[src/idmr_pkg.sv]
// Shared types and constants for the int8 dense MAC with requantization.
// Used by the controller, the datapath and the top level; no dependencies.
package idmr_pkg;

  // Controller states, one-hot
  typedef enum logic [4:0] {
    ST_ACC = 5'b00001,
    ST_MUL = 5'b00010,
    ST_SHF = 5'b00100,
    ST_RND = 5'b01000,
    ST_OUT = 5'b10000
  } state_t;

  // Commands from the controller to the datapath
  typedef struct packed {
    logic acc_en;
    logic mul_en;
    logic shf_en;
    logic rnd_en;
    logic out_load;
  } cmd_t;

  // Configuration register indexes
  localparam int unsigned CFG_IDX_W = 2;
  localparam logic [CFG_IDX_W-1:0] CFG_QMULT  = 2'd0;
  localparam logic [CFG_IDX_W-1:0] CFG_QSHIFT = 2'd1;
  localparam logic [CFG_IDX_W-1:0] CFG_INOFF  = 2'd2;
  localparam logic [CFG_IDX_W-1:0] CFG_OUTZP  = 2'd3;
  localparam int unsigned CFG_DATA_W = 32;

  // Configuration reset values
  localparam logic [30:0] QMULT_RST  = 31'h4000_0000;
  localparam logic [5:0]  QSHIFT_RST = 6'd0;
  localparam logic [8:0]  INOFF_RST  = 9'd128;
  localparam logic [7:0]  OUTZP_RST  = 8'h80;

  // Rounding nudges for the doubling high multiply, modulo 2^63
  localparam logic [62:0] NUDGE_POS = 63'h0000_0000_4000_0000;
  localparam logic [62:0] NUDGE_NEG = 63'h7FFF_FFFF_C000_0001;

  // int8 saturation limits
  localparam logic signed [7:0] RES_MIN = -8'sd128;
  localparam logic signed [7:0] RES_MAX = 8'sd127;

endpackage

[src/idmr_ctrl.sv]
// Controller state machine for the int8 dense MAC with requantization.
// Depends on idmr_pkg for the state and command types.
module idmr_ctrl (
  input  logic            clk,
  input  logic            rst_n,
  input  logic            in_valid,
  input  logic            in_last,
  output logic            in_stall,
  input  logic            out_stall,
  output logic            out_valid,
  output idmr_pkg::cmd_t  cmd
);

  idmr_pkg::state_t state_r, state_nxt;
  logic             out_valid_r, out_valid_nxt;
  logic             in_xfer;
  logic             out_free;

  assign in_stall = (state_r != idmr_pkg::ST_ACC);
  assign in_xfer  = in_valid && !in_stall;
  assign out_free = !out_valid_r || !out_stall;

  // Issue datapath commands
  always_comb begin
    cmd          = '0;
    cmd.acc_en   = in_xfer;
    cmd.mul_en   = (state_r == idmr_pkg::ST_MUL);
    cmd.shf_en   = (state_r == idmr_pkg::ST_SHF);
    cmd.rnd_en   = (state_r == idmr_pkg::ST_RND);
    cmd.out_load = (state_r == idmr_pkg::ST_OUT) && out_free;
  end

  // Advance through the requantize sequence after a last item
  always_comb begin
    state_nxt = state_r;
    case (state_r)
      idmr_pkg::ST_ACC: begin
        if (in_xfer && in_last) state_nxt = idmr_pkg::ST_MUL;
      end
      idmr_pkg::ST_MUL: state_nxt = idmr_pkg::ST_SHF;
      idmr_pkg::ST_SHF: state_nxt = idmr_pkg::ST_RND;
      idmr_pkg::ST_RND: state_nxt = idmr_pkg::ST_OUT;
      idmr_pkg::ST_OUT: begin
        if (out_free) state_nxt = idmr_pkg::ST_ACC;
      end
      default: state_nxt = idmr_pkg::ST_ACC;
    endcase
  end

  // Hold the result valid until its transfer
  always_comb begin
    out_valid_nxt = out_valid_r;
    if (out_valid_r && !out_stall) out_valid_nxt = 1'b0;
    if (cmd.out_load) out_valid_nxt = 1'b1;
  end

  always_ff @(posedge clk) begin
    if (!rst_n) begin
      state_r     <= idmr_pkg::ST_ACC;
      out_valid_r <= 1'b0;
    end else begin
      state_r     <= state_nxt;
      out_valid_r <= out_valid_nxt;
    end
  end

  assign out_valid = out_valid_r;

endmodule

[config.mk]
export PLATFORM = sky130hd
export DESIGN_NAME = idmr_ctrl
export DESIGN_NICKNAME = d
export VERILOG_FILES = /design/src/idmr_pkg.sv /design/src/idmr_ctrl.sv
export SDC_FILE = /design/constraint.sdc
export NUM_CORES = 1
export LEC_CHECK = 0
export BUFFER_PORTS_ARGS = -buffer_cell sky130_fd_sc_hd__buf_2
export CAP_MARGIN = 20
export CORE_AREA = 2 2 39 41
export DETAILED_ROUTE_END_ITERATION = 10
export DIE_AREA = 0 0 41 43
export SLEW_MARGIN = 20
export SYNTH_ARGS = -nofsm -noshare
export SYNTH_HDL_FRONTEND = slang
export SYNTH_SLANG_ARGS = --single-unit
[constraint.sdc]
create_clock -name clk -period 1.83 [get_ports clk]
set_input_delay 0.183 -clock clk [delete_from_list [all_inputs] [get_ports clk]]
set_output_delay 0.183 -clock clk [all_outputs]
set_load 0.1 [all_outputs]
* Yosys cells after proc, flatten, opt, wreduce, memory -nomap -nowiden
Index checks and enable logic that the tools add are counted. Widths: inputs -> output; s select.
Operators by class: reductions and logical operators 10, eq/ne operators 8, muxes and demuxes 5
Operator list (number):
- $pmux 5 s5 | 1
- $mux 5 | 2
- $eq 5x1->1 const B | 1
- $eq 5x2->1 const B | 1
- $eq 5x3->1 const B | 1
- $eq 5x4->1 const B | 1
- $eq 5x5->1 const B | 1
- $ne 5x1->1 const B | 1
- $logic_and 1x1->1 | 4
- $ne 2x2->1 const B | 2
- $logic_not 1->1 | 3
- $mux 1 | 2
- $reduce_and 2->1 | 1
- $reduce_bool 2->1 | 1
- $logic_or 1x1->1 | 1
Storage, ports and cells: output and inout port bits 7, flip-flop bits (word level) 6, word-level logic and storage cells 25

* Logic depth before layout (Yosys ltp)
Gate-level depths: netlist of run 1.
word-level depth 6, depth in mapped cells 4, depth with buffers taken out 3

* Least setup slack after synthesis of run 1
No wires, ideal clock.
kind flip-flop to flip-flop, start register out_valid_r (netlist: out_valid), end register state_r[0], path buffers 0, path slack -0.014 ns, stages on the path, launching flop included 4, library setup time 0.122 ns, data required time 1.708 ns, data arrival time 1.722 ns, cell sequence dfxtp_1 -> nand4b_1 -> a211o_1 -> a221o_1
Between the ends: cells in the longest elaborated chain, start to end 4
RTL lines:
- from (decl) | line idmr_ctrl.sv:15 | logic out_valid_r, out_valid_nxt;
- from (signal assigned) | line idmr_ctrl.sv:63 | out_valid_r <= out_valid_nxt;
- $logic_not 1->1 | line idmr_ctrl.sv:21 | assign out_free = !out_valid_r || !out_stall;
- $logic_or 1x1->1 | line idmr_ctrl.sv:21
- $ne 2x2->1 (no source line)
- $reduce_and 2->1 (no source line)
- to (signal assigned) | line idmr_ctrl.sv:59 | state_r <= idmr_pkg::ST_ACC;
- to (signal assigned) | line idmr_ctrl.sv:62 | state_r <= state_nxt;
- to (decl) | line idmr_ctrl.sv:14 | idmr_pkg::state_t state_r, state_nxt;
Every way passes these cells. A chain may end at the register's enable or synchronous reset.

==> results of run 1 <==
## Yosys cell counts
master,number
a211o_1,1
and2_1,2
nor3_1,2
nand3b_1,1
a21oi_1,3
nand4_1,1
a2111o_1,1
a221o_1,1
nor3_2,1
buf_4,3
nand2_1,4
nor4_1,1
nand2b_1,1
inv_1,2
dfxtp_1,6
and3b_1,2
and3_2,1
or4_1,1
nor2b_1,1
nand4b_1,1
a31o_2,1
## final cells by class
cell class,instances,area share
clock buffers,3,0.0526
well taps,16,0.0468
flip-flops and latches,6,0.284
multi-input cells,26,0.424
repair buffers,11,0.175
inverters,2,0.0175
## metrics by stage
step | util | setup WS (ps) | total power [W]
after floorplan | - | 68.1 | 0.000210
after global placement | 0.285 | 361 | 0.000230
after detailed placement | 0.285 | 336 | 0.000230
after CTS | 0.301 | 63.5 | 0.000358
after global routing | 0.309 | -5.62 | 0.000368
final | 0.309 | 145 | 0.000355
## registers in the layout, summed over array words and instances, names as in the netlist
name	flops
state_r	5
out_valid	1
## final timing paths
check / startpoint / to / slack, ps / depth (start not counted)
worst max register to register: state_r[0] / state_r[0] / 450 / 3
worst min-delay path: rst_n / state_r[3] / 160 / 2
worst min register to register: out_valid / out_valid / 480 / 2
worst max-delay path: state_r[2] / cmd[0] / 150 / 4
## cell families (layout without fill, tap and decap cells)
group | after synthesis | in the layout | share of synthesized area
simple gates | 19 | 19 | 0.373
compound gates | 7 | 7 | 0.165
flops | 6 | 6 | 0.369
buf+inv | 5 | 16 | 0.0923
## timing repair
item	in CTS	in global routing
buffers inserted	0	0
endpoints found under the setup margin	0	4
resized for setup	0	3
## power breakdown
part	switching (W)	total, W	internal [W]
Clock	0.0000522	0.000127	0.0000745
Combinational	0.0000604	0.0000870	0.0000266
Sequential	0.00000694	0.000142	0.000135
## routing by layer
metal / vias to the layer above / wire length, um / GRT usage
li1: 159 / - / -
met1: 146 / 337 / 0.155
met2: 16 / 362 / 0.153
met3: 2 / 44 / 0.0157
met4: 0 / 19 / 0.107
met5: - / 0 / 0
==> impl_metrics.json, run 1 <==
{
  "finalSetupTns_ps": 0,
  "yosys-top-cells-area": "dfxtp_1 37%, buf_4 6.9%, and3b_1 5.4%",
  "grt_use_total": 0.117,
  "skew_ps": 0.854,
  "area_delta_synth_final_pct": 31.5,
  "timing_worst_setup_path_type": "flop to primary output",
  "endpoint_kind": "primary output",
  "seq_area_frac_synth": 0.369,
  "dp_cells": 61,
  "fp-row-count": 14,
  "drtIter0Drc": 6,
  "crit_fanout": 7,
  "portBuffers": 11,
  "crit_arrival_ps": 1500,
  "nFillCells": 146,
  "clock_latency_ps": 250,
  "hold_path.class": "input port to flop",
  "vias_per_cell": 5.05,
  "io_pins": 12,
  "vdd_drop_max_mv": 0.393,
  "core_area_um2": 1380,
  "slew_violations": 0,
  "postLayoutCellArea_um2": 428,
  "fmax_mhz": 593,
  "cp_top_family": "simple AND/OR/NAND/NOR gates",
  "seq_area_um2": 121,
  "hold_ws_ps": 163,
  "clk_path_buf_depth": 2,
  "numCtsBuffers": 3,
  "final_antenna_net_count": 0,
  "gp_congestion": 0.742,
  "period_needed_ps": 1680,
  "dpl.hpwl_um": 516,
  "synth_nets": 42,
  "fp.dieW_um": 41,
  "ys_ff_latch": 6,
  "die_area_um2": 1760,
  "slowest_delay_ps": 370,
  "path_clk_slew_ps": 50,
  "place_area_um2": 394,
  "min_period_over_period": 0.921,
  "cts_hold_buf": 0,
  "yosysTopAreaCell": "dfxtp_1",
  "grt_pass1_wl_mm": 1.36,
  "p_leak_nw": 0.208,
  "detail_route.wl_per_cell_um": 11.9,
  "antenna_found_initial": 0,
  "cap_violations": 0,
  "layout_common_cells": "8 x buf_2, 5 x clkbuf_4, 5 x dfxtp_1",
  "drive_above_1_share": 0.396,
  "htreeDepth": 1,
  "syn_area_per_cell_um2": 8.79,
  "instances_no_fill": 64,
  "drc_errors": 0,
  "ys_types": 21,
  "grt_max_degree": 9,
  "diodes": 0,
  "cp_slowest_cell": "dfxtp_1",
  "grt_overflow": 0,
  "cts-root-buf": "clkbuf_4",
  "die_h_um": 43,
  "netlist_instances": 37,
  "power_density_nw_per_um2": 830,
  "clock_sinks": 6,
  "yosysWarnings": 0,
  "nNetsFinal": 55,
  "worst_slew_pin_slew_ps": 485,
  "outcome": "finished clean",
  "hold_viol": 0,
  "slew_headroom": 0.679,
  "synth_top_cell_area_share": 0.369,
  "layout_commonest_cell": "buf_2",
  "first_pass_iters": 4,
  "synthesis.area_um2": 325,
  "routed-via-count": 323,
  "cts_tree": "done",
  "grt_pass1_vias": 327,
  "startpoint_type": "flop",
  "start_util": 0.235,
  "multi_input_area_um2": 181,
  "routed_wl_um": 763,
  "setup_viol": 0,
  "crit_required_ps": 1650,
  "path_cells": "nor3_2 -> nand2_1 -> a21oi_1 -> clkbuf_4",
  "crit_buf_inv": 1
}
Note: power is estimated with default switching activity, not from simulation.
==> inputs of run 2 (changes only) <==
--- a/config.mk
+++ b/config.mk
@@ -11,4 +11,5 @@
 export DETAILED_ROUTE_END_ITERATION = 10
 export DIE_AREA = 0 0 41 43
+export MAX_ROUTING_LAYER = met4
 export SLEW_MARGIN = 20
 export SYNTH_ARGS = -nofsm -noshare
==> constraint.sdc (replaced) <==
create_clock -name clk -period 1.83 [get_ports clk]
set_input_delay 0.366 -clock clk [delete_from_list [all_inputs] [get_ports clk]]
set_output_delay 0.366 -clock clk [all_outputs]
set_load 0.1 [all_outputs]
==> run 2 against run 1 <==
Final area rose by 18%. Combinational power increased by 5.3%. Critical path depth decreased by 1. Critical path type unchanged. Critical endpoint is now cmd[2]. Highest routed layer unchanged.
==> impl_metrics.json, run 2 (synthesized netlist as in run 1, its figures left out) <==
{
  "die_area_um2": 1760,
  "first_pass_iters": 2,
  "place_area_um2": 454,
  "drtIter0Drc": 3,
  "multi_input_area_um2": 200,
  "hold_ws_ps": 349,
  "numCtsBuffers": 3,
  "startpoint_type": "flop",
  "cp_slowest_cell": "dfxtp_1",
  "cts-root-buf": "clkbuf_4",
  "skew_ps": 6.01,
  "die_h_um": 43,
  "slew_headroom": 0.680,
  "clock_latency_ps": 250,
  "power_frac_seq": 0.395,
  "path_clk_slew_ps": 40,
  "crit_arrival_ps": 1400,
  "period_needed_ps": 1760,
  "postCtsResizedCells": 2,
  "nNetsFinal": 55,
  "cts_hold_buf": 0,
  "largest_reg_flops": 5,
  "grt_use_total": 0.119,
  "gp_congestion": 0.824,
  "slew_violations": 0,
  "p_leak_nw": 0.221,
  "grt_overflow": 0,
  "dp_cells": 61,
  "routed-via-count": 323,
  "vias_per_cell": 5.05,
  "area_delta_synth_final_pct": 54.6,
  "path_cells": "nor3_1 -> and3b_1 -> buf_12",
  "fp.dieW_um": 41,
  "clock_sinks": 6,
  "endpoint_kind": "primary output",
  "final_antenna_net_count": 0,
  "worst_slew_pin_slew_ps": 483,
  "drc_errors": 0,
  "largest_register": "state_r",
  "p_comb_frac": 0.253,
  "hold_viol": 0,
  "setup_viol": 0,
  "p_clk_frac": 0.352,
  "layout_commonest_cell": "buf_2",
  "cts_tree": "done",
  "fmax_mhz": 567,
  "power_density_nw_per_um2": 721,
  "timing_worst_setup_path_type": "flop to primary output",
  "drive_above_1_share": 0.438,
  "io_pins": 12,
  "diodes": 0,
  "cap_violations": 0,
  "detail_route.wl_per_cell_um": 11.6,
  "hold_path.class": "input port to flop",
  "instances_no_fill": 64,
  "crit_fanout": 8,
  "portBuffers": 11,
  "post-cts-setup-buffer-count": 0,
  "grt_pass1_vias": 317,
  "grt_pass1_wl_mm": 1.30,
  "finalSetupTns_ps": 0,
  "postLayoutCellArea_um2": 503,
  "rsz0062_at_grt": "true",
  "hp-start": "rst_n",
  "grt_max_degree": 9,
  "nFillCells": 141,
  "dpl.hpwl_um": 523,
  "start_util": 0.235,
  "htreeDepth": 1,
  "vdd_drop_max_mv": 0.328,
  "switchingPower_w": 0.000124,
  "outcome": "finished clean",
  "layout_common_cells": "6 x buf_2, 5 x buf_12, 4 x nand2_1, 4 x dfxtp_1, 3 x clkbuf_4",
  "clk_path_buf_depth": 2,
  "fp-row-count": 14,
  "switching_share": 0.341,
  "r2r-start": "state_r[2]",
  "slowest_delay_ps": 390,
  "startpoint": "state_r[3]",
  "seq_area_um2": 123,
  "routed_wl_um": 743,
  "min_period_over_period": 0.964,
  "core_area_um2": 1380,
  "internal_power_w": 0.000239,
  "antenna_found_initial": 0,
  "crit_required_ps": 1460
}
-- run 2: metrics by stage --
stage               setup slack [ps]   util  total power (W)
finish                          65.6  0.363         0.000363
CTS                             29.0  0.354         0.000364
floorplan                       68.1      -         0.000210
global placement                 278  0.328         0.000231
global route                   -13.4  0.363         0.000376
detailed placement               224  0.328         0.000232
-- run 2: path summary, 6_finish.rpt --
kind                 to  slack, ps  depth (start not counted)
max              cmd[2]         70                          3
min          state_r[3]        350                          2
min reg2reg   out_valid        490                          2
max reg2reg  state_r[0]        420                          3
-- run 2: power by group through the flow --
stage	clock network, W	registers (W)	logic, W
after floorplan	0	0.000142	0.0000677
after CTS	0.000131	0.000143	0.0000900
after detailed placement	0	0.000144	0.0000883
after global routing	0.000137	0.000144	0.0000955
after global placement	0	0.000143	0.0000878
final	0.000128	0.000143	0.0000916
-- run 2: final cells by class --
cell class                 instances  share of cell area
tap                               16              0.0398
clock buffer                       3              0.0448
inverter                           2              0.0149
sequential                         6               0.244
multi-input combinational         26               0.398
timing repair buffer              11               0.259
-- run 2: layer usage --
metal,global-route usage,vias to the layer above,part of all wire
li1,-,158,-
met1,0.138,147,0.40
met2,0.144,12,0.47
met3,0.0314,6,0.048
met4,0.140,0,0.079
met5,-,-,0
-- run 2: worst max-delay path: cells and delay by family (launching register included) --
family	cells	cell delay, ps
simple gates	2	570
flops	1	390
buf+inv	1	190
